## config.mk

```make
export PLATFORM = sky130hd
export DESIGN_NAME = srht_front
export DESIGN_NICKNAME = d
export VERILOG_FILES = /design/src/rtl/core/search_result_hash_table_unit_defines.svh /design/src/rtl/core/srht_pkg.sv /design/src/rtl/core/srht_front.sv
export SDC_FILE = /design/constraint.sdc
export NUM_CORES = 1
export LEC_CHECK = 0
export CORE_ASPECT_RATIO = 0.6
export CORE_MARGIN = 5
export CORE_UTILIZATION = 45
export CTS_CLUSTER_DIAMETER = 150
export DETAILED_ROUTE_END_ITERATION = 6
export DONT_BUFFER_PORTS = 1
export PLACE_DENSITY = 0.64
export SLEW_MARGIN = 10
export SYNTH_ARGS = -nofsm -noshare
export SYNTH_HDL_FRONTEND = slang
export SYNTH_SLANG_ARGS = --single-unit
```

## constraint.sdc

```tcl
create_clock -name clk -period 10 [get_ports clk]
set_clock_uncertainty 0.2 [all_clocks]
set_input_delay 2 -clock clk [delete_from_list [all_inputs] [get_ports clk]]
set_output_delay 2 -clock clk [all_outputs]
set_load 0.01 [all_outputs]
```

## src/rtl/core/search_result_hash_table_unit_defines.svh

```systemverilog
// Assertion helpers for the RTL.
`ifndef SEARCH_RESULT_HASH_TABLE_UNIT_DEFINES_SVH
`define SEARCH_RESULT_HASH_TABLE_UNIT_DEFINES_SVH

// Same-cycle implication, checked out of reset.
`define SRHT_ASSERT(lbl, ck, rn, ante, cons) \
  lbl: assert property (@(posedge ck) disable iff (!rn) (ante) |-> (cons)) \
    else $error("srht: check failed");

// Next-cycle implication, checked out of reset.
`define SRHT_ASSERT_NEXT(lbl, ck, rn, ante, cons) \
  lbl: assert property (@(posedge ck) disable iff (!rn) (ante) |=> (cons)) \
    else $error("srht: check failed");

`endif

```

## src/rtl/core/srht_pkg.sv

```systemverilog
package srht_pkg;

  localparam int unsigned ENTRIES_DEF = 65536;
  localparam int unsigned QUEUE_DEPTH = 2;
  localparam int unsigned QPTR_W      = $clog2(QUEUE_DEPTH);
  localparam int unsigned QCNT_W      = $clog2(QUEUE_DEPTH + 1);

  localparam logic [14:0] MATE_THR_RESET = 15'd29936;
  localparam logic [7:0]  AGE_RESET      = 8'd0;

  localparam logic [1:0] BOUND_NONE  = 2'd0;
  localparam logic [1:0] BOUND_UPPER = 2'd1;
  localparam logic [1:0] BOUND_LOWER = 2'd2;
  localparam logic [1:0] BOUND_EXACT = 2'd3;

  typedef enum logic [1:0] {
    OP_PROBE      = 2'd0,
    OP_STORE      = 2'd1,
    OP_MOVE_PROBE = 2'd2,
    OP_CLEAR      = 2'd3
  } op_t;

  typedef enum logic {
    REG_MATE_THR = 1'b0,
    REG_AGE      = 1'b1
  } reg_idx_t;

  typedef enum logic [1:0] {
    BK_CLEAR = 2'd0,
    BK_IDLE  = 2'd1,
    BK_EXEC  = 2'd2
  } bk_state_t;

  typedef struct packed {
    logic [1:0]         operation;
    logic [63:0]        position_key;
    logic [24:0]        move_in;
    logic signed [15:0] score_in;
    logic [1:0]         bound_kind;
    logic [7:0]         search_depth;
    logic signed [15:0] alpha;
    logic signed [15:0] beta;
    logic [6:0]         ply;
  } in_t;

  typedef struct packed {
    logic               cutoff;
    logic               key_match;
    logic [24:0]        move_out;
    logic signed [15:0] score_out;
    logic               written;
    logic [31:0]        hits;
    logic [31:0]        new_writes;
    logic [31:0]        overwrites;
  } out_t;

  // Classified command; score_st already carries the store-side mate shift.
  typedef struct packed {
    op_t                op;
    logic [63:0]        key;
    logic [24:0]        move;
    logic signed [15:0] score_st;
    logic [1:0]         bound;
    logic [7:0]         depth;
    logic signed [15:0] alpha;
    logic signed [15:0] beta;
    logic [6:0]         ply;
  } cmd_t;

  typedef struct packed {
    logic [63:0]        key;
    logic [24:0]        move;
    logic signed [15:0] score;
    logic [7:0]         depth;
    logic [1:0]         bound;
    logic [7:0]         age;
  } entry_t;

  typedef struct packed {
    logic empty;
    logic full;
  } qstat_t;

endpackage

```

## src/rtl/core/srht_front.sv

```systemverilog
module srht_front (
  input  logic           clk,
  input  logic           rst_n,
  input  logic           take,
  input  srht_pkg::in_t  in_data,
  input  logic [14:0]    mate_thr,
  input  srht_pkg::qstat_t qstat,
  output logic           push,
  output srht_pkg::cmd_t cmd,
  output logic           front_busy
);

  logic           valid_r, valid_nxt;
  srht_pkg::cmd_t cmd_r, cmd_nxt;
  srht_pkg::cmd_t cls;

  logic signed [16:0] sc_ext, thr_pos, thr_neg, ply_ext, sum_up, sum_dn;
  logic signed [15:0] sc_st;

  // store-side mate shift, saturated to 16 bits
  always_comb begin
    sc_ext  = {in_data.score_in[15], in_data.score_in};
    thr_pos = {2'b00, mate_thr};
    thr_neg = -thr_pos;
    ply_ext = {10'b0, in_data.ply};
    sum_up  = sc_ext + ply_ext;
    sum_dn  = sc_ext - ply_ext;
    if (sc_ext > thr_pos) begin
      sc_st = (sum_up > 17'sd32767) ? 16'sh7fff : sum_up[15:0];
    end else if (sc_ext < thr_neg) begin
      sc_st = (sum_dn < -17'sd32768) ? 16'sh8000 : sum_dn[15:0];
    end else begin
      sc_st = in_data.score_in;
    end
  end

  always_comb begin
    cls.op       = srht_pkg::op_t'(in_data.operation);
    cls.key      = in_data.position_key;
    cls.move     = in_data.move_in;
    cls.score_st = sc_st;
    cls.bound    = in_data.bound_kind;
    cls.depth    = in_data.search_depth;
    cls.alpha    = in_data.alpha;
    cls.beta     = in_data.beta;
    cls.ply      = in_data.ply;
  end

  assign push       = valid_r && !qstat.full;
  assign cmd        = cmd_r;
  assign front_busy = valid_r;

  always_comb begin
    valid_nxt = valid_r;
    cmd_nxt   = cmd_r;
    if (push) begin
      valid_nxt = 1'b0;
    end
    if (take) begin
      valid_nxt = 1'b1;
      cmd_nxt   = cls;
    end
  end

  always_ff @(posedge clk) begin
    if (!rst_n) begin
      valid_r <= 1'b0;
    end else begin
      valid_r <= valid_nxt;
    end
  end

  always_ff @(posedge clk) begin
    cmd_r <= cmd_nxt;
  end

endmodule

```

After elaboration in Yosys (flattened, before gate mapping) --
Cells that the tools add are included. W data, S select, Z words.
Storage, ports and cells: register bits 157, output and inout port bits 158, word-level logic and storage cells 26
Cells by class: order comparisons 4, mux-type cells 6, add/subtract/negate cells 3, reductions and logical operators 3
Operator list (count):
- $mux W16 | 4
- $add A16 B8 Y17 | 1
- $gt A17 B16 Y1 const B | 1
- $lt A16 B17 Y1 | 1
- $lt A17 B16 Y1 const B | 1
- $neg A15 Y17 | 1
- $sub A16 B8 Y17 | 1
- $gt A16 B16 Y1 | 1
- $mux W1 | 2
- $reduce_bool A2 Y1 | 1
- $logic_and A1 B1 Y1 | 1
- $logic_not A1 Y1 | 1

Longest topological paths before layout --
Gate-level depths: netlist (run 1).
word-level depth 5, mapped depth 17, mapped depth without buffers 15

Worst setup path after synthesis (run 1) --
Ideal clock, no wire load.
path type input port to flip-flop, start point in mate_thr[1], end point reg cmd_r, in the netlist cmd[60], data pin, arrival time 5.447 ns, required time 9.528 ns, cell stages on the path 16, path slack 4.081 ns, cells stage by stage inv_1 ha_1 nand3_2 or3_4 or3_4 or4_4 nor2_2 xnor2_1 ha_1 a31o_1 a2111oi_1 o211a_1 buf_2 nor2_1 nor3_1 nor3_1
On the way: longest elaborated chain between the ends 4
RTL lines:
- start: declaration | line srht_front.sv:6 | input logic [14:0] mate_thr,
- $neg A15 Y17 | line srht_front.sv:24 | thr_neg = -thr_pos;
- $lt A16 B17 Y1 | line srht_front.sv:30 | end else if (sc_ext < thr_neg) begin
- $mux W16 | line srht_front.sv:30
- $mux W16 * | line srht_front.sv:28 | if (sc_ext > thr_pos) begin
- via sc_st[11] | line srht_front.sv:18 | logic signed [15:0] sc_st;
- end signal: assignment | line srht_front.sv:74 | cmd_r <= cmd_nxt;
- end: declaration | line srht_front.sv:14 | srht_pkg::cmd_t cmd_r, cmd_nxt;
The timed path passes the listed nets; every way through them passes the cells marked *. A chain may end at the register's enable or synchronous reset.

Worst setup path after layout (run 1) --
Ends and elaborated chain as after synthesis.

==> results of run 1 <==
[layout by cell type (no fill, tap or decap), types with 15 or more instances in the layout]
| master | netlist | layout |
|---|---|---|
| edfxtp_1 | 156 | 156 |
| ha_1 | 46 | 46 |
| inv_1 | 36 | 36 |
| nand2_1 | 27 | 27 |
| a21oi_1 | 19 | 19 |
| nor2_1 | 18 | 18 |
| xnor2_1 | 18 | 18 |
| nor3_1 | 17 | 17 |
| clkbuf_16 | 0 | 17 |
| nand3_1 | 15 | 15 |
[per-stage QoR]
step,std cells,util [%],hold WS (ns)
3_3_place_gp,701,47.6,0.376
6_report,733,51.5,0.380
2_1_floorplan,511,-,0.342
3_5_place_dp,701,47.6,0.375
5_1_grt,733,51.5,0.417
4_1_cts,733,51.5,0.386
[kinds of logic after synthesis]
| family | synth area share, % |
|---|---|
| AO/OA/AOI/OAI | 9.58 |
| XOR/XNOR | 2.57 |
| adder cells (fa/ha/maj) | 8.59 |
| buffers and inverters | 2.76 |
| flip-flops | 65.6 |
| multiplexers | 0.297 |
| AND/OR/NAND/NOR | 10.6 |
[metal layers]
layer	routed length (um)	share of wire (%)	track usage (%)
met3	2400	12	9.65
met1	8580	41	28.5
met2	9460	46	30.6
met4	174	0.84	4.50
met5	64	0.31	0
[registers in the layout, indices dropped and copies added, names as in the netlist]
name,count
cmd,156
front_busy,1
[power breakdown]
group	total (mW)	switching (mW)	leakage, nW	internal (mW)
registers	0.851	0.0606	1.54	0.791
logic	0.108	0.0634	1.07	0.0445
clock network	0.649	0.307	0.295	0.342
total	1.61	0.431	2.90	1.18
[cell type report]
cell class,instances,area [um2]
Fill cell,1309,7510
Sequential cell,157,4700
Multi-Input combinational cell,304,2270
Clock buffer,17,425
Tap cell,203,254
Clock inverter,15,193
Inverter,36,135
Timing Repair Buffer,1,7.51
[worst min-delay path, cell delays in order (launching register included)]
cell     delay [ns]
dfxtp_1        0.35
a21oi_1        0.14
nor2b_1        0.05
[worst min path at each step]
stage,to,from,cells past startpoint,slack (ns)
after CTS,front_busy,front_busy,2,0.39
after global routing,front_busy,front_busy,2,0.42
after detailed placement,front_busy,front_busy,2,0.37
final,front_busy,front_busy,2,0.38
after floorplan,front_busy,front_busy,2,0.34
after global placement,front_busy,front_busy,2,0.38
==> flow_summary.ini, run 1 <==
[route]
first_iter_violations = 506
vias_per_cell = 6.09
vias = 4461
drc = 0
wl_per_cell_um = 28.2
ant_nets = 0
dr.pass1.iters = 4
wl_mm = 20.7

[critical_path]
crit_start = mate_thr[1]
reg2reg_depth = 2
critical_path_arrival_ns = 6.30
r2r_end = front_busy
crit_type = in2reg
critical_path_depth = 15
crit_slowest_cell = nor3_1
critPathMaxFanout = 10
rrSetupSlack_ns = 9.15
cp-end-kind = flop
critical_path.top_delay_family = simple AND/OR/NAND/NOR gates
critPathMaxStageDelay_ns = 0.57
r2r_start = front_busy
worst-path-buf-inv = 1
path_cells = inv_1, ha_1, nand3_2, or3_4, or3_4, or4_4, nor2_2, xnor2_1, ha_1, a31o_1, a2111oi_1, a22o_1, nor2_1, nor3_1, nor3_1
start_kind = input port
crit_end = cmd[60]
crit_required_ns = 9.92

[cells_and_area]
fin_area_mm2 = 0.00799
drive_gt1_share_pct = 9.43
syn_to_final_growth_pct = 11.5
final_nets = 741
n_antenna_cell = 0

[synth]
synth.area.top_cells = edfxtp_1, ha_1, xnor2_1
synthTopCellsByCount = edfxtp_1, ha_1, inv_1, nand2_1, a21oi_1
ys_seq_area_share_pct = 65.6
synth_flop_cell = edfxtp_1
synth_fp_nets = 735
synth_top_area_share_pct = 65.4
synth_cells = 511
synth_top_area_cell = edfxtp_1
yosysUniqueCellTypes = 66
synth.most_common_cell = edfxtp_1
ys_ff_latch = 157
syn_area_per_cell_um2 = 14.0
yosysWarnings = 0
async_flop_share_pct = 0
synth_edf_count = 156
syn_area_mm2 = 0.00717

[cts]
clock_latency_ns = 0.40
htreeDepth = 4
clk_pin_slew_ns = 0.06
cts.sinks = 157
cts_buffer_depth = 2
clock-root-buffer = clkbuf_16
post_cts.repair.setup_buffers = 0
cts_hold_buf = 0
tritoncts = yes
postCtsResizedCells = 0
numCtsBuffers = 17

[timing]
hold_viol = 0
relSlewSlack_pct = 43.8
period_minus_slack_ns = 6.38
fin_crit_sh_pct = 63.8
rsz0062_at_grt = false
worst_pin_slew_ns = 0.837
clock.fmax_ghz = 0.157
finalMaxSlewViolations = 0
tns_ns = 0
layout_setup_ws_ns = 3.62
setup_viol_count_final = 0

[die]
initial_core_util_pct = 46.2
ios = 334
dieHeight_um = 108
rows = 35
die_width_um = 173
coreArea_mm2 = 0.0155
dieArea_mm2 = 0.0186

[place]
port_buffers = 0
placed_area_mm2 = 0.00737
pre_cts_slack_ns = 3.26
gp_congestion = 0.923
hpwlAfterDp_mm = 16.3

[grt]
track_usage_pct = 20.9
grt_overflow = 0
grt_pass1_wl_mm = 28.8
antenna_found_initial = 4
first_global_vias = 4252
grt_max_degree = 158

[flow_run]
cap_violations = 0

[power_and_ir_drop]
pwr_density_cell_mw_per_mm2 = 201
peakVddDrop_mv = 0.101
power_mw = 1.61
power_leakage_nw = 2.90

[status]
status = finished, final reports clean

[worst_hold_path]
min_path_type = reg2reg
Power figures use the tool's default switching activity.
==> run 2: changes to the inputs <==
- clock period: 10 -> 6.06 ns (I/O delays scaled with it)
==> flow_summary.ini, run 2 (synthesis gave the netlist of run 1 again) <==
[status]
status = finished, final reports clean

[cells_and_area]
largest_reg_flops = 156
filler_cell_count = 1298
n_antenna_cell = 0
final_nets = 744
final_cell_mix = edfxtp_1, ha_1, inv_1, nand2_1, a21oi_1
utilization_pct = 51.6
multi_input_area_mm2 = 0.00227
drive_gt1_share_pct = 9.94
syn_to_final_growth_pct = 11.6
final_common_cell = edfxtp_1
final-seq-area_mm2 = 0.00470

[timing]
clock.fmax_ghz = 0.191
layout_setup_ws_ns = 0.823
rsz0062_at_grt = false
fin_crit_sh_pct = 86.4
tns_ns = 0
setup_viol_count_final = 0
relSlewSlack_pct = 36.2
hold_viol = 0
period_minus_slack_ns = 5.24
hold_slack_ns = 0.377
finalMaxSlewViolations = 0
worst_pin_slew_ns = 0.951

[flow_run]
cap_violations = 0

[cts]
cts_hold_buf = 0
clk_pin_slew_ns = 0.08
cts.sinks = 157
cts_buffer_depth = 2
clock-root-buffer = clkbuf_16
numCtsBuffers = 17
tritoncts = yes
clock_latency_ns = 0.41
postCtsResizedCells = 0
htreeDepth = 4
post_cts.repair.setup_buffers = 0

[critical_path]
critPathMaxStageDelay_ns = 0.53
crit_type = in2reg
reg2reg_depth = 2
critPathMaxFanout = 13
worst-path-buf-inv = 1
critical_path_arrival_ns = 5.25
critical_path.top_delay_family = simple AND/OR/NAND/NOR gates
cp-end-kind = flop
start_kind = input port
critical_path_depth = 15
path_cells = inv_1, ha_1, nand3_2, or3_4, or3_4, or4_4, nor2_2, xnor2_1, ha_1, a31o_1, a2111oi_1, a22o_1, or2_2, nand4b_1, a32oi_1
crit_required_ns = 6.07
crit_slowest_cell = a2111oi_1

[worst_hold_path]
min_path_type = reg2reg
holdPathStages = 2

[route]
ant_nets = 0
dr.pass1.iters = 6
wl_per_cell_um = 28.4
drc = 0
vias_per_cell = 6.03
vias = 4435
first_iter_violations = 396
wl_mm = 20.9

[die]
initial_core_util_pct = 46.2
ios = 334
dieArea_mm2 = 0.0186
dieHeight_um = 108
coreArea_mm2 = 0.0155
rows = 35
die_width_um = 173

[place]
pre_cts_slack_ns = 0.384
hpwlAfterDp_mm = 16.5
gp_congestion = 0.935
port_buffers = 0

[grt]
grt_max_degree = 158
first_global_vias = 4316
grt_pass1_wl_mm = 29.1
track_usage_pct = 21.0
grt_overflow = 0
antenna_found_initial = 0

[power_and_ir_drop]
power_leakage_nw = 2.91
pwr_density_cell_mw_per_mm2 = 332
peakVddDrop_mv = 0.161
[run 2: changes by cell type in the layout (fill, tap and decap cells not counted)]
| cell | delta |
|---|---|
| clkinv_8 | -2 |
| buf_4 | +3 |
| inv_8 | +2 |
[run 2: tightest hold or removal path, delay by kind of cell (launching register included)]
kind | cells | cell delay [ns]
simple gates | 1 | 0.05
compound gates | 1 | 0.13
flops | 1 | 0.35
[run 2: layout make-up]
class	count	area share, %
Multi-Input combinational cell	304	28.4
Timing Repair Buffer	4	0.375
Clock buffer	17	5.32
Clock inverter	15	2.28
Inverter	36	1.69
Sequential cell	157	58.8
Tap cell	203	3.17
[run 2: stage by stage]
stage,cell area [um2],total power [mW],std cells
floorplan,7170,1.53,511
global placement,7390,1.60,704
detailed placement,7390,1.61,704
CTS,8000,2.68,736
global route,8000,2.76,736
finish,8000,2.66,736
[run 2: layer usage]
metal,wire [um],track usage (%),vias up
li1,-,-,1983
met1,8860,28.5,2148
met2,9560,31.7,292
met3,2320,8.88,12
met4,148,4.50,0
met5,0,0,-
[run 2: final timing paths]
path | startpoint | endpoint | slack [ns]
worst max-delay path | mate_thr[1] | cmd[55] | 0.82
worst min-delay path | front_busy | front_busy | 0.38
worst max register to register | front_busy | front_busy | 5.21
worst min register to register | front_busy | front_busy | 0.38
[run 2: report_power, final]
group	switching, mW	internal, mW
sequential	0.0992	1.30
combinational	0.105	0.0749
clock	0.508	0.564
total	0.712	1.94
