===== src/rtl/core/search_result_hash_table_unit_defines.svh =====
// Assertion helpers for the RTL.
`ifndef SEARCH_RESULT_HASH_TABLE_UNIT_DEFINES_SVH
`define SEARCH_RESULT_HASH_TABLE_UNIT_DEFINES_SVH

// Same-cycle implication, checked out of reset.
`define SRHT_ASSERT(lbl, ck, rn, ante, cons) \
  lbl: assert property (@(posedge ck) disable iff (!rn) (ante) |-> (cons)) \
    else $error("srht: check failed");

// Next-cycle implication, checked out of reset.
`define SRHT_ASSERT_NEXT(lbl, ck, rn, ante, cons) \
  lbl: assert property (@(posedge ck) disable iff (!rn) (ante) |=> (cons)) \
    else $error("srht: check failed");

`endif


===== src/rtl/core/srht_pkg.sv =====
package srht_pkg;

  localparam int unsigned ENTRIES_DEF = 65536;
  localparam int unsigned QUEUE_DEPTH = 2;
  localparam int unsigned QPTR_W      = $clog2(QUEUE_DEPTH);
  localparam int unsigned QCNT_W      = $clog2(QUEUE_DEPTH + 1);

  localparam logic [14:0] MATE_THR_RESET = 15'd29936;
  localparam logic [7:0]  AGE_RESET      = 8'd0;

  localparam logic [1:0] BOUND_NONE  = 2'd0;
  localparam logic [1:0] BOUND_UPPER = 2'd1;
  localparam logic [1:0] BOUND_LOWER = 2'd2;
  localparam logic [1:0] BOUND_EXACT = 2'd3;

  typedef enum logic [1:0] {
    OP_PROBE      = 2'd0,
    OP_STORE      = 2'd1,
    OP_MOVE_PROBE = 2'd2,
    OP_CLEAR      = 2'd3
  } op_t;

  typedef enum logic {
    REG_MATE_THR = 1'b0,
    REG_AGE      = 1'b1
  } reg_idx_t;

  typedef enum logic [1:0] {
    BK_CLEAR = 2'd0,
    BK_IDLE  = 2'd1,
    BK_EXEC  = 2'd2
  } bk_state_t;

  typedef struct packed {
    logic [1:0]         operation;
    logic [63:0]        position_key;
    logic [24:0]        move_in;
    logic signed [15:0] score_in;
    logic [1:0]         bound_kind;
    logic [7:0]         search_depth;
    logic signed [15:0] alpha;
    logic signed [15:0] beta;
    logic [6:0]         ply;
  } in_t;

  typedef struct packed {
    logic               cutoff;
    logic               key_match;
    logic [24:0]        move_out;
    logic signed [15:0] score_out;
    logic               written;
    logic [31:0]        hits;
    logic [31:0]        new_writes;
    logic [31:0]        overwrites;
  } out_t;

  // Classified command; score_st already carries the store-side mate shift.
  typedef struct packed {
    op_t                op;
    logic [63:0]        key;
    logic [24:0]        move;
    logic signed [15:0] score_st;
    logic [1:0]         bound;
    logic [7:0]         depth;
    logic signed [15:0] alpha;
    logic signed [15:0] beta;
    logic [6:0]         ply;
  } cmd_t;

  typedef struct packed {
    logic [63:0]        key;
    logic [24:0]        move;
    logic signed [15:0] score;
    logic [7:0]         depth;
    logic [1:0]         bound;
    logic [7:0]         age;
  } entry_t;

  typedef struct packed {
    logic empty;
    logic full;
  } qstat_t;

endpackage


===== src/rtl/core/srht_queue.sv =====
module srht_queue (
  input  logic             clk,
  input  logic             rst_n,
  input  logic             push,
  input  srht_pkg::cmd_t   cmd_in,
  input  logic             pop,
  output srht_pkg::cmd_t   head,
  output srht_pkg::qstat_t qstat
);

  srht_pkg::cmd_t q_r [srht_pkg::QUEUE_DEPTH];

  logic [srht_pkg::QPTR_W-1:0] wp_r, wp_nxt, rp_r, rp_nxt;
  logic [srht_pkg::QCNT_W-1:0] cnt_r, cnt_nxt;

  always_comb begin
    wp_nxt  = push ? wp_r + srht_pkg::QPTR_W'(1) : wp_r;
    rp_nxt  = pop ? rp_r + srht_pkg::QPTR_W'(1) : rp_r;
    cnt_nxt = cnt_r;
    if (push && !pop) begin
      cnt_nxt = cnt_r + srht_pkg::QCNT_W'(1);
    end else if (pop && !push) begin
      cnt_nxt = cnt_r - srht_pkg::QCNT_W'(1);
    end
  end

  assign qstat.empty = (cnt_r == '0);
  assign qstat.full  = (cnt_r == srht_pkg::QCNT_W'(srht_pkg::QUEUE_DEPTH));
  assign head        = q_r[rp_r];

  always_ff @(posedge clk) begin
    if (!rst_n) begin
      wp_r  <= '0;
      rp_r  <= '0;
      cnt_r <= '0;
    end else begin
      wp_r  <= wp_nxt;
      rp_r  <= rp_nxt;
      cnt_r <= cnt_nxt;
    end
  end

  always_ff @(posedge clk) begin
    if (push) begin
      q_r[wp_r] <= cmd_in;
    end
  end

endmodule


===== config.mk =====
export PLATFORM = sky130hd
export DESIGN_NAME = srht_queue
export DESIGN_NICKNAME = d
export VERILOG_FILES = /design/src/rtl/core/search_result_hash_table_unit_defines.svh /design/src/rtl/core/srht_pkg.sv /design/src/rtl/core/srht_queue.sv
export SDC_FILE = /design/constraint.sdc
export NUM_CORES = 1
export LEC_CHECK = 0
export ABC_AREA = 1
export BUFFER_PORTS_ARGS = -buffer_cell sky130_fd_sc_hd__buf_2
export CAP_MARGIN = 10
export CORE_ASPECT_RATIO = 0.7
export CORE_UTILIZATION = 49
export CTS_BUF_LIST = sky130_fd_sc_hd__clkbuf_8
export CTS_CLUSTER_SIZE = 24
export DETAILED_ROUTE_END_ITERATION = 12
export PLACE_DENSITY_LB_ADDON = 0.2
export SLEW_MARGIN = 10
export SYNTH_ARGS = -nofsm -noshare
export SYNTH_HDL_FRONTEND = slang
export SYNTH_SLANG_ARGS = --single-unit

===== constraint.sdc =====
create_clock -name clk -period 9.05 [get_ports clk]
set_input_delay 1.81 -clock clk [delete_from_list [all_inputs] [get_ports clk]]
set_output_delay 1.81 -clock clk [all_outputs]
set_load 0.005 [all_outputs]

Word-level counts from Yosys, hierarchy flattened
Memories as Yosys holds them, arrays and structs flattened. A register that Yosys moved wholly into a read port is not among the register bits.
Index checks and enable logic that the tools add are counted.
Operators by class
  add/sub/neg operators: 4
  equal/unequal tests: 1
  mux-type cells: 6
  reductions and logical operators: 6
Operators with widths (number)
  1-bit 2-to-1 mux: 4
  2-bit 2-to-1 mux: 2
  1-bit adder, second input constant: 2
  2-bit by 1-bit adder with 2-bit output, second input constant: 1
  2-bit == test, second input constant: 1
  1-bit logical AND: 2
  1-bit zero test: 2
  2-bit zero test: 1
  2-bit nonzero test: 1
  2-bit by 1-bit subtractor with 2-bit output, second input constant: 1
Storage, ports and cells
  flip-flop bits (word level): 4
  RAM bits: 312
  memories kept: 1
  input bits: 160
  word-level logic and storage cells: 21
Memories
  q_r: words 2, width 156, rd ports 1, clocked after Yosys merged registers in 1, wr ports 1, RTL line srht_queue.sv:11  | srht_pkg::cmd_t q_r [srht_pkg::QUEUE_DEPTH];

Depth between registers and ports, before layout
Gate-level depths: netlist of the first run.
  word-level depth: 4
  mapped depth: 8
  gate-level depth less buffers: 8

Least setup slack after synthesis of the first run
Ideal clock, no wire load.
  path type: input to register
  start: input push
  end: memory q_r[0][0] (netlist name), enable pin
  required time: 8.372 ns
  data arrival time: 8.372 ns
  slack: 0.000 ns
  stages on the path: 2
  cells stage by stage: inv_1 -> nor2_1
On the way
  word-level cells in the longest chain between the ends: 2
RTL lines
  from (decl): RTL line srht_queue.sv:4  | input logic push,
  1-bit 2-to-1 mux: RTL line srht_queue.sv:44  | if (push) begin
  1-bit 2-to-1 mux (not written as such): RTL line srht_queue.sv:45  | q_r[wp_r] <= cmd_in;
  to (decl): RTL line srht_queue.sv:11
No other way between the ends.

==> flow_metrics.env, run 1 <==
export IMPL_holdPathStages=2
export IMPL_status="finished clean"
export IMPL_setup_ws_ps=4660
export IMPL_critical_path_class="reg2out"
export IMPL_rsz0062_at_grt="false"
export IMPL_fill_cells=1694
export IMPL_synth_mux_area_share_pct=15.2
export IMPL_clockBufferDepth=3
export IMPL_synthTopCellsByArea="edfxtp_1 (81%), mux2_2 (15%), buf_6 (1.6%), dfxtp_1 (0.87%), nor2_1 (0.29%)"
export IMPL_cp_start_kind="flip-flop"
export IMPL_fp_row_count=46
export IMPL_numClockSinks=317
export IMPL_synth_xor_area_share_pct=0
export IMPL_multi_input_area_um2=1860
export IMPL_clock_skew_ps=23.0
export IMPL_coreArea_um2=22800
export IMPL_final_common_cell="buf_2"
export IMPL_regArea_um2=9470
export IMPL_required_ps=7240
export IMPL_yosysWarnings=0
export IMPL_viasPerCell=4.90
export IMPL_cts_tree="done"
export IMPL_drv_slew=0
export IMPL_ys_seq_area_share_pct=82.1
export IMPL_dieArea_um2=24200
export IMPL_cts_setup_buffers=0
export IMPL_dp_hpwl_um=15300
export IMPL_r2r_setup_slack_ps=6570
export IMPL_cap_violations=0
export IMPL_synthAdderAreaFrac_pct=0.108
export IMPL_synth_compound_gate_area_share_pct=0.0867
export IMPL_p_seq_share_pct=57.9
export IMPL_via_count=5952
export IMPL_synth_top_cell_area_share_pct=81.2
export IMPL_gp_congestion=0.768
export IMPL_hold_buffers=0
export IMPL_syn_num_nets=681
export IMPL_min_from="rp_r$_SDFFE_PN0P_"
export IMPL_synthSimpleGateAreaFrac_pct=0.651
export IMPL_grt_max_degree=86
export IMPL_fin_util_pct=62.0
export IMPL_clock_root_buffer="clkbuf_8"
export IMPL_cp_data_arrival_time_ps=2580
export IMPL_rr_startpoint="wp_r$_SDFFE_PN0P_"
export IMPL_setup_viol=0
export IMPL_synth_cell_types=13
export IMPL_cts_buffers=48
export IMPL_swShare_pct=21.8
export IMPL_wl_um=23000
export IMPL_syn_inst=520
export IMPL_ioPinCount=318
export IMPL_fmax_ghz=0.228
export IMPL_ys_ff_latch=317
export IMPL_min_period_ps=4390
export IMPL_drcViolationCount=0
export IMPL_grt_pass1_wl_um=33100
export IMPL_dr_pass1_iters=4
export IMPL_final_nets=1036
export IMPL_post_drt_wl_per_cell_um=18.9
export IMPL_grt_pass1_vias=6189
export IMPL_crit_path_end_kind="output port"
export IMPL_start_util_pct=50.5
export IMPL_syn_area_per_cell_um2=22.2
export IMPL_antenna_found_initial=5
export IMPL_drive_gt1_share_pct=59.7
export IMPL_tightestPinTransition_ps=1130
export IMPL_setup_tns_final_ps=0
export IMPL_final_cell_mix="buf_2 (317), edfxtp_1 (312), mux2_2 (156), clkbuf_8 (49), inv_1 (16)"
export IMPL_reg2reg_depth=3
export IMPL_power_switching_w=0.000650
export IMPL_grt_usage_pct=18.3
export IMPL_die_x_um=185
export IMPL_period_share_pct=48.5
export IMPL_synth_top_family_by_area="multiplexers"
export IMPL_p_per_area_nw_per_um2=210
export IMPL_dpl_cell_area_um2=13400
export IMPL_crit_fanout=63
export IMPL_power_frac_clock_pct=33.3
export IMPL_antenna_left=0
export IMPL_overflow=0
export IMPL_io_buffers=317
export IMPL_die_h_um=130
export IMPL_peakVddDrop_v=0.000128
export IMPL_synth_top_cell_by_area="edfxtp_1"
export IMPL_hold_path_class="reg2reg"
export IMPL_post_cts_resized=0
export IMPL_place_ws_ps=4890
export IMPL_htree_levels=2
export IMPL_pwr_share_comb_pct=8.8
export IMPL_syn2layout_area_growth_pct=22.8
export IMPL_drt_iter0_markers=320
export IMPL_synth_area_um2=11500
export IMPL_rr_endpoint="q_r[1][146]$_DFFE_PP_"
export IMPL_stdcell_area_um2=14200
export IMPL_p_leak_nw=5.36
export IMPL_timing_slew_headroom_pct=24.7
export IMPL_insertion_delay_ps=530
export IMPL_clk_pin_slew_worst_paths_ps=60
export IMPL_min_to="rp_r$_SDFFE_PN0P_"
export IMPL_finalHoldViolCount=0
export IMPL_intPower_w=0.00233
[cell families (layout without fill, tap and decap cells)]
kind of cell	Yosys count	after routing
DFF	317	317
muxes	156	156
buffers and inverters	25	404
and+or+nand+nor	19	19
AOI/OAI and AO/OA	2	2
adders and majority gates	1	1
other	0	3
[worst max-delay path: stages (launching register included)]
cell and delay (ps):
dfxtp_4 660, buf_4 730, mux2_2 440, buf_2 130
[stage by stage]
stage	instances	total power, W	hold slack, ps
final	1214	0.00298	509
after global routing	1211	0.00310	545
after CTS	1211	0.00301	514
after detailed placement	1137	0.00202	495
after global placement	1137	0.00201	487
after floorplan	520	0.00189	463
[worst max path at each step]
stage	endpoint	slack, ps	cells after the start
6_report	head[72]	4660	3
4_1_cts	head[72]	4600	3
5_1_grt	head[93]	4510	3
3_3_place_gp	q_r[0][59]$_DFFE_PP_	4940	4
2_1_floorplan	q_r[0][0]$_DFFE_PP_	2720	2
3_5_place_dp	q_r[0][59]$_DFFE_PP_	4890	4
[flip-flops by register name (all words and copies together) (netlist names), named ones only]
| signal | cells |
|---|---|
| q_r | 312 |
| cnt_r | 2 |
| wp_r | 1 |
| rp_r | 1 |
[cell type report]
cell class / count / area share [%]
flip-flops and latches: 317 / 66.9
repair buffers: 322 / 11.5
inverters: 8 / 0.247
diodes: 3 / 0.0530
clock buffers: 49 / 4.76
well taps: 312 / 2.76
multi-input cells: 178 / 13.1
clock inverters: 25 / 0.724
[layer usage]
metal	track usage, %	vias to the layer above	part of all wire, %
li1	-	2772	-
met1	22.6	2873	41
met2	29.0	256	47
met3	7.82	47	11
met4	6.32	4	1.9
met5	0	-	0.096
[Yosys cell counts]
cell type	n
edfxtp_1	312
ha_1	1
o21ai_0	1
nand2_1	8
nand4_1	1
buf_2	1
nor2_1	9
inv_1	8
buf_6	16
mux2_2	156
a21oi_1	1
dfxtp_1	5
nand3_1	1
[power by group through the flow]
stage | clock network (W) | logic (W) | registers (W)
2_1_floorplan | 0 | 0.000140 | 0.00175
3_3_place_gp | 0 | 0.000257 | 0.00175
3_5_place_dp | 0 | 0.000265 | 0.00176
4_1_cts | 0.00102 | 0.000267 | 0.00172
5_1_grt | 0.00108 | 0.000287 | 0.00173
6_report | 0.000991 | 0.000262 | 0.00172
No activity file was read; power rests on OpenSTA's default activity.
==> run 2: changes to the inputs <==
--- a/config.mk
+++ b/config.mk
@@ -9,7 +9,7 @@
 export BUFFER_PORTS_ARGS = -buffer_cell sky130_fd_sc_hd__buf_2
 export CAP_MARGIN = 10
 export CORE_ASPECT_RATIO = 0.7
-export CORE_UTILIZATION = 49
+export CORE_UTILIZATION = 54
 export CTS_BUF_LIST = sky130_fd_sc_hd__clkbuf_8
 export CTS_CLUSTER_SIZE = 24
 export DETAILED_ROUTE_END_ITERATION = 12
==> constraint.sdc (replaced) <==
create_clock -name clk -period 4.4 [get_ports clk]
set_input_delay 0.88 -clock clk [delete_from_list [all_inputs] [get_ports clk]]
set_output_delay 0.88 -clock clk [all_outputs]
set_load 0.005 [all_outputs]
==> run 2 against run 1 <==
Compared with the run above:
- register-to-register slack worse by 4100 ps
- critical endpoint is now head[146]
- worst setup slack lost 3500 ps
- sequential cell count unchanged
- first-iteration DRC count grew 21%
- highest routed layer unchanged
- critical path type unchanged
==> flow_metrics.env, run 2 (synthesis gave the netlist of run 1 again) <==
export IMPL_coreArea_um2=20800
export IMPL_status="finished clean"
export IMPL_clock_root_buffer="clkbuf_8"
export IMPL_clock_skew_ps=14.0
export IMPL_fmax_ghz=0.308
export IMPL_p_per_area_nw_per_um2=437
export IMPL_required_ps=3520
export IMPL_dr_pass1_iters=4
export IMPL_gp_congestion=0.790
export IMPL_cp_start_kind="flip-flop"
export IMPL_cap_violations=0
export IMPL_top_usage_layer="met2"
export IMPL_drt_iter0_markers=388
export IMPL_cts_buffers=47
export IMPL_die_h_um=124
export IMPL_hold_buffers=0
export IMPL_drv_slew=0
export IMPL_clk_pin_slew_worst_paths_ps=60
export IMPL_drive_gt1_share_pct=59.2
export IMPL_antenna_found_initial=3
export IMPL_cts_setup_buffers=0
export IMPL_r2r_setup_slack_ps=2440
export IMPL_finalPower_w=0.00621
export IMPL_grt_pass1_vias=6333
export IMPL_place_ws_ps=1690
export IMPL_period_share_pct=73.7
export IMPL_rsz0062_at_grt="false"
export IMPL_drcViolationCount=0
export IMPL_die_x_um=177
export IMPL_grt_usage_pct=20.8
export IMPL_largest_registers="q_r (312), cnt_r (2)"
export IMPL_wl_um=22900
export IMPL_final_common_cell="buf_2"
export IMPL_htree_levels=2
export IMPL_p_leak_nw=5.41
export IMPL_grt_max_degree=85
export IMPL_use_met3_pct=8.21
export IMPL_finalHoldViolCount=0
export IMPL_via_count=5965
export IMPL_antenna_left=0
export IMPL_dieArea_um2=22000
export IMPL_hold_path_class="reg2reg"
export IMPL_post_cts_resized=0
export IMPL_cts_tree="done"
export IMPL_met1_usage_pct=24.4
export IMPL_cp_data_arrival_time_ps=2360
export IMPL_tightestPinTransition_ps=1170
export IMPL_numClockSinks=317
export IMPL_use_met2_pct=34.6
export IMPL_post_drt_wl_per_cell_um=19.2
export IMPL_min_period_ps=3240
export IMPL_critical_path_class="reg2out"
export IMPL_start_util_pct=55.4
export IMPL_setup_tns_final_ps=0
export IMPL_grt_pass1_wl_um=34000
export IMPL_setup_ws_ps=1160
export IMPL_viasPerCell=5.01
export IMPL_dpl_cell_area_um2=13400
export IMPL_insertion_delay_ps=530
export IMPL_peakVddDrop_v=0.000262
export IMPL_syn2layout_area_growth_pct=23.2
export IMPL_crit_fanout=42
export IMPL_largest_register_ffs=312
export IMPL_io_buffers=317
export IMPL_final_nets=1036
export IMPL_ioPinCount=318
export IMPL_fp_row_count=44
export IMPL_regMostFlops="q_r"
export IMPL_final_cell_mix="buf_2 (317), edfxtp_1 (312), mux2_2 (156), clkbuf_8 (49), inv_1 (20)"
export IMPL_timing_slew_headroom_pct=21.7
export IMPL_overflow=0
export IMPL_finalNonFillerCells=1190
export IMPL_stdcell_area_um2=14200
export IMPL_dp_hpwl_um=15500
export IMPL_crit_path_end_kind="output port"
export IMPL_setup_viol=0
export IMPL_dp_cells=1102
export IMPL_clockBufferDepth=3
-- run 2: per-stage QoR --
stage / hold slack [ps] / utilization [%]
after floorplan: 463 / -
after global placement: 479 / 64.2
after detailed placement: 517 / 64.2
after CTS: 482 / 68.3
after global routing: 483 / 68.3
final: 526 / 68.3
-- run 2: where the power goes --
part	switching (W)	total, W	internal [W]
clock network	0.00103	0.00212	0.00109
registers	0.0000505	0.00355	0.00350
logic	0.000266	0.000534	0.000268
total	0.00134	0.00621	0.00486
-- run 2: area by class of cell --
cell class / count / area (µm²)
Tap cell: 276 / 345
Timing Repair Buffer: 323 / 1640
Fill cell: 1386 / 6600
Sequential cell: 317 / 9470
Clock inverter: 37 / 175
Inverter: 8 / 33.8
Clock buffer: 49 / 674
Antenna cell: 2 / 5.00
Multi-Input combinational cell: 178 / 1860
-- run 2: per-layer routing --
layer	vias to the layer above	wire length, µm
met5	-	22
met1	2875	9020
met2	263	11100
met4	4	551
li1	2775	-
met3	48	2210
-- run 2: final timing paths --
path                                end  cells past startpoint              start
setup / recovery              head[146]                      3          flip-flop
hold / removal        rp_r$_SDFFE_PN0P_                      2  rp_r$_SDFFE_PN0P_
setup reg to reg  q_r[1][109]$_DFFE_PP_                      3  wp_r$_SDFFE_PN0P_
hold reg to reg       rp_r$_SDFFE_PN0P_                      2  rp_r$_SDFFE_PN0P_
-- run 2: worst max-delay path: stages (launching register included) --
cell	delay, ps
dfxtp_4	700
buf_4	550
mux2_2	400
buf_2	130
==> run 3: changes to the inputs <==
--- a/config.mk
+++ b/config.mk
@@ -5,11 +5,11 @@
 export SDC_FILE = /design/constraint.sdc
 export NUM_CORES = 1
 export LEC_CHECK = 0
-export ABC_AREA = 1
+export ABC_AREA = 0
 export BUFFER_PORTS_ARGS = -buffer_cell sky130_fd_sc_hd__buf_2
 export CAP_MARGIN = 10
 export CORE_ASPECT_RATIO = 0.7
-export CORE_UTILIZATION = 54
+export CORE_UTILIZATION = 49
 export CTS_BUF_LIST = sky130_fd_sc_hd__clkbuf_8
 export CTS_CLUSTER_SIZE = 24
 export DETAILED_ROUTE_END_ITERATION = 12
==> constraint.sdc (replaced) <==
create_clock -name clk -period 2.6 [get_ports clk]
set_input_delay 0.52 -clock clk [delete_from_list [all_inputs] [get_ports clk]]
set_output_delay 0.52 -clock clk [all_outputs]
set_load 0.005 [all_outputs]
==> run 3 against run 2 <==
Compared with the run above:
- non-clock buffer count stayed put
- synthesized cell count fell by 2.5%
- first-iteration DRC count shrank 25%
- routed wire length fell by 0.27%
- via count increased by 0.50%
- sequential power rose by 68%
- critical path type unchanged
- highest routed layer unchanged
==> flow_metrics.env, run 3 <==
export IMPL_final_nets=1023
export IMPL_largest_register_ffs=312
export IMPL_clockBufferDepth=3
export IMPL_cp_endpoint="head[126]"
export IMPL_post_cts_resized=0
export IMPL_rsz0062_at_grt="false"
export IMPL_overflow=0
export IMPL_required_ps=2080
export IMPL_syn_area_per_cell_um2=22.7
export IMPL_hold_buffers=0
export IMPL_drv_slew=0
export IMPL_synth_most_common_cell="edfxtp_1"
export IMPL_largest_registers="q_r (312), cnt_r (2)"
export IMPL_cts_setup_buffers=0
export IMPL_syn2layout_area_growth_pct=23.7
export IMPL_rr_startpoint="wp_r$_SDFFE_PN0P_"
export IMPL_grt_max_degree=111
export IMPL_cts_buffers=47
export IMPL_post_drt_wl_per_cell_um=18.9
export IMPL_syn_num_nets=668
export IMPL_rr_endpoint="q_r[0][56]$_DFFE_PP_"
export IMPL_coreArea_um2=22800
export IMPL_async_flop_share_pct=0
export IMPL_status="finished clean"
export IMPL_cap_violations=0
export IMPL_io_buffers=317
export IMPL_clock_skew_ps=11.2
export IMPL_synth_edf_count=312
export IMPL_regMostFlops="q_r"
export IMPL_timing_slew_headroom_pct=54.8
export IMPL_dp_hpwl_um=15000
export IMPL_synthTopCellsByArea="edfxtp_1 (81%), mux2_2 (15%), buf_6 (1.6%), dfxtp_1 (0.87%), and2_1 (0.22%)"
export IMPL_numClockSinks=317
export IMPL_antenna_found_initial=9
export IMPL_synthTopCellsByCount="edfxtp_1 (312), mux2_2 (156), buf_6 (16)"
export IMPL_drt_iter0_markers=291
export IMPL_htree_levels=2
export IMPL_grt_pass1_vias=6042
export IMPL_clock_root_buffer="clkbuf_8"
export IMPL_clk_pin_slew_worst_paths_ps=70
export IMPL_path_cells="buf_12, mux2_2, buf_2"
export IMPL_gp_congestion=0.785
export IMPL_period_share_pct=95.5
export IMPL_final_cell_mix="buf_2 (317), edfxtp_1 (312), mux2_2 (156), clkbuf_8 (47), inv_1 (16)"
export IMPL_whs_ps=169
export IMPL_setup_viol=0
export IMPL_antenna_left=0
export IMPL_synth_cell_types=17
export IMPL_synth_area_um2=11500
export IMPL_cpLargestDelayFamily="buffers and inverters"
export IMPL_fin_util_pct=62.4
export IMPL_synth_flop_cell="edfxtp_1"
export IMPL_finalNonFillerCells=1207
export IMPL_drive_gt1_share_pct=59.9
export IMPL_r2r_setup_slack_ps=1100
export IMPL_start_util_pct=50.5
export IMPL_synth_top_cell_by_area="edfxtp_1"
export IMPL_wl_um=22800
export IMPL_worst_path_buf_inv=2
export IMPL_viasPerCell=4.97
export IMPL_dr_pass1_iters=4
export IMPL_slowest_stage="mux2_2"
export IMPL_via_count=5995
export IMPL_tightestPinTransition_ps=679
export IMPL_dp_cells=1125
export IMPL_cts_tree="done"
export IMPL_ys_ff_latch=317
export IMPL_synth_top_cell_area_share_pct=81.3
export IMPL_grt_pass1_wl_um=32800
export IMPL_ioPinCount=318
export IMPL_ys_seq_area_share_pct=82.1
export IMPL_p_per_area_nw_per_um2=738
export IMPL_max_stage_delay_ps=420
export IMPL_hold_path_class="in2reg"
export IMPL_yosysWarnings=0
export IMPL_reg2reg_depth=2
export IMPL_dieArea_um2=24200
export IMPL_grt_usage_pct=18.2
export IMPL_peakVddDrop_v=0.000493
export IMPL_cp_num_cells=3
export IMPL_syn_inst=507
export IMPL_fmax_ghz=0.403
export IMPL_min_period_ps=2480
export IMPL_cp_data_arrival_time_ps=1960
export IMPL_crit_fanout=99
export IMPL_p_leak_nw=5.38
export IMPL_cp_start_kind="flip-flop"
export IMPL_fp_row_count=46
export IMPL_crit_path_end_kind="output port"
export IMPL_finalHoldViolCount=0
export IMPL_insertion_delay_ps=540
export IMPL_critical_path_class="reg2out"
export IMPL_die_x_um=185
export IMPL_drcViolationCount=0
export IMPL_final_common_cell="buf_2"
export IMPL_die_h_um=130
-- run 3: cell types whose count changed after synthesis, sizes merged, moves of 2 or more --
cell,delta
and2,+4
nor2,-8
nand2,-8
xor2,+2
nor2b,+2
inv,-7
-- run 3: power by group --
part           internal (W)  total [W]  switching [W]
Sequential          0.00591    0.00597      0.0000625
Clock               0.00177    0.00350        0.00174
Combinational      0.000535    0.00105       0.000512
-- run 3: how the worst min path moves through the flow --
stage | startpoint | endpoint | cells after the start
6_report | cmd_in[77] | q_r[0][77]$_DFFE_PP_ | 1
5_1_grt | cmd_in[78] | q_r[0][78]$_DFFE_PP_ | 1
4_1_cts | cmd_in[74] | q_r[1][74]$_DFFE_PP_ | 1
3_5_place_dp | cnt_r[1]$_SDFFE_PN0P_ | cnt_r[1]$_SDFFE_PN0P_ | 2
3_3_place_gp | cnt_r[1]$_SDFFE_PN0P_ | cnt_r[1]$_SDFFE_PN0P_ | 2
2_1_floorplan | cnt_r[1]$_SDFFE_PN0P_ | cnt_r[1]$_SDFFE_PN0P_ | 2
-- run 3: cells by family (layout without fill, tap and decap cells) --
| logic type | Yosys count | count (layout) | synth area share [%] |
|---|---|---|---|
| adders and majority gates | 1 | 1 | 0.109 |
| DFF | 317 | 317 | 82.1 |
| AOI/OAI and AO/OA | 3 | 3 | 0.174 |
| other | 0 | 4 | 0 |
| buffers and inverters | 18 | 402 | 1.64 |
| xor gates and xnor gates | 3 | 3 | 0.228 |
| muxes | 156 | 156 | 15.2 |
| and+or+nand+nor | 9 | 9 | 0.478 |
-- run 3: area by class of cell --
cell class	instances	area [µm²]
diodes	4	10.0
fillers	1644	8590
well taps	312	390
multi-input cells	172	1880
repair buffers	323	1710
inverters	1	3.75
clock inverters	31	150
clock buffers	47	647
flip-flops and latches	317	9470
-- run 3: through the flow --
stage	instance area (µm²)	setup slack, ps	power [W]	setup TNS (ps)
6_report	14300	118	0.0105	0
4_1_cts	14300	42.5	0.0107	0
3_3_place_gp	13500	680	0.00710	0
2_1_floorplan	11500	-704	0.00664	-156300
3_5_place_dp	13500	655	0.00714	0
5_1_grt	14300	7.88	0.0110	0
-- run 3: metal layers --
metal / track usage (%) / routed length, µm / part of all wire (%) / vias to the layer above
li1: - / - / - / 2748
met1: 23.1 / 9460 / 41 / 2888
met4: 6.32 / 496 / 2.2 / 12
met2: 28.4 / 10400 / 45 / 292
met5: 0 / 73 / 0.32 / -
met3: 7.79 / 2420 / 11 / 55
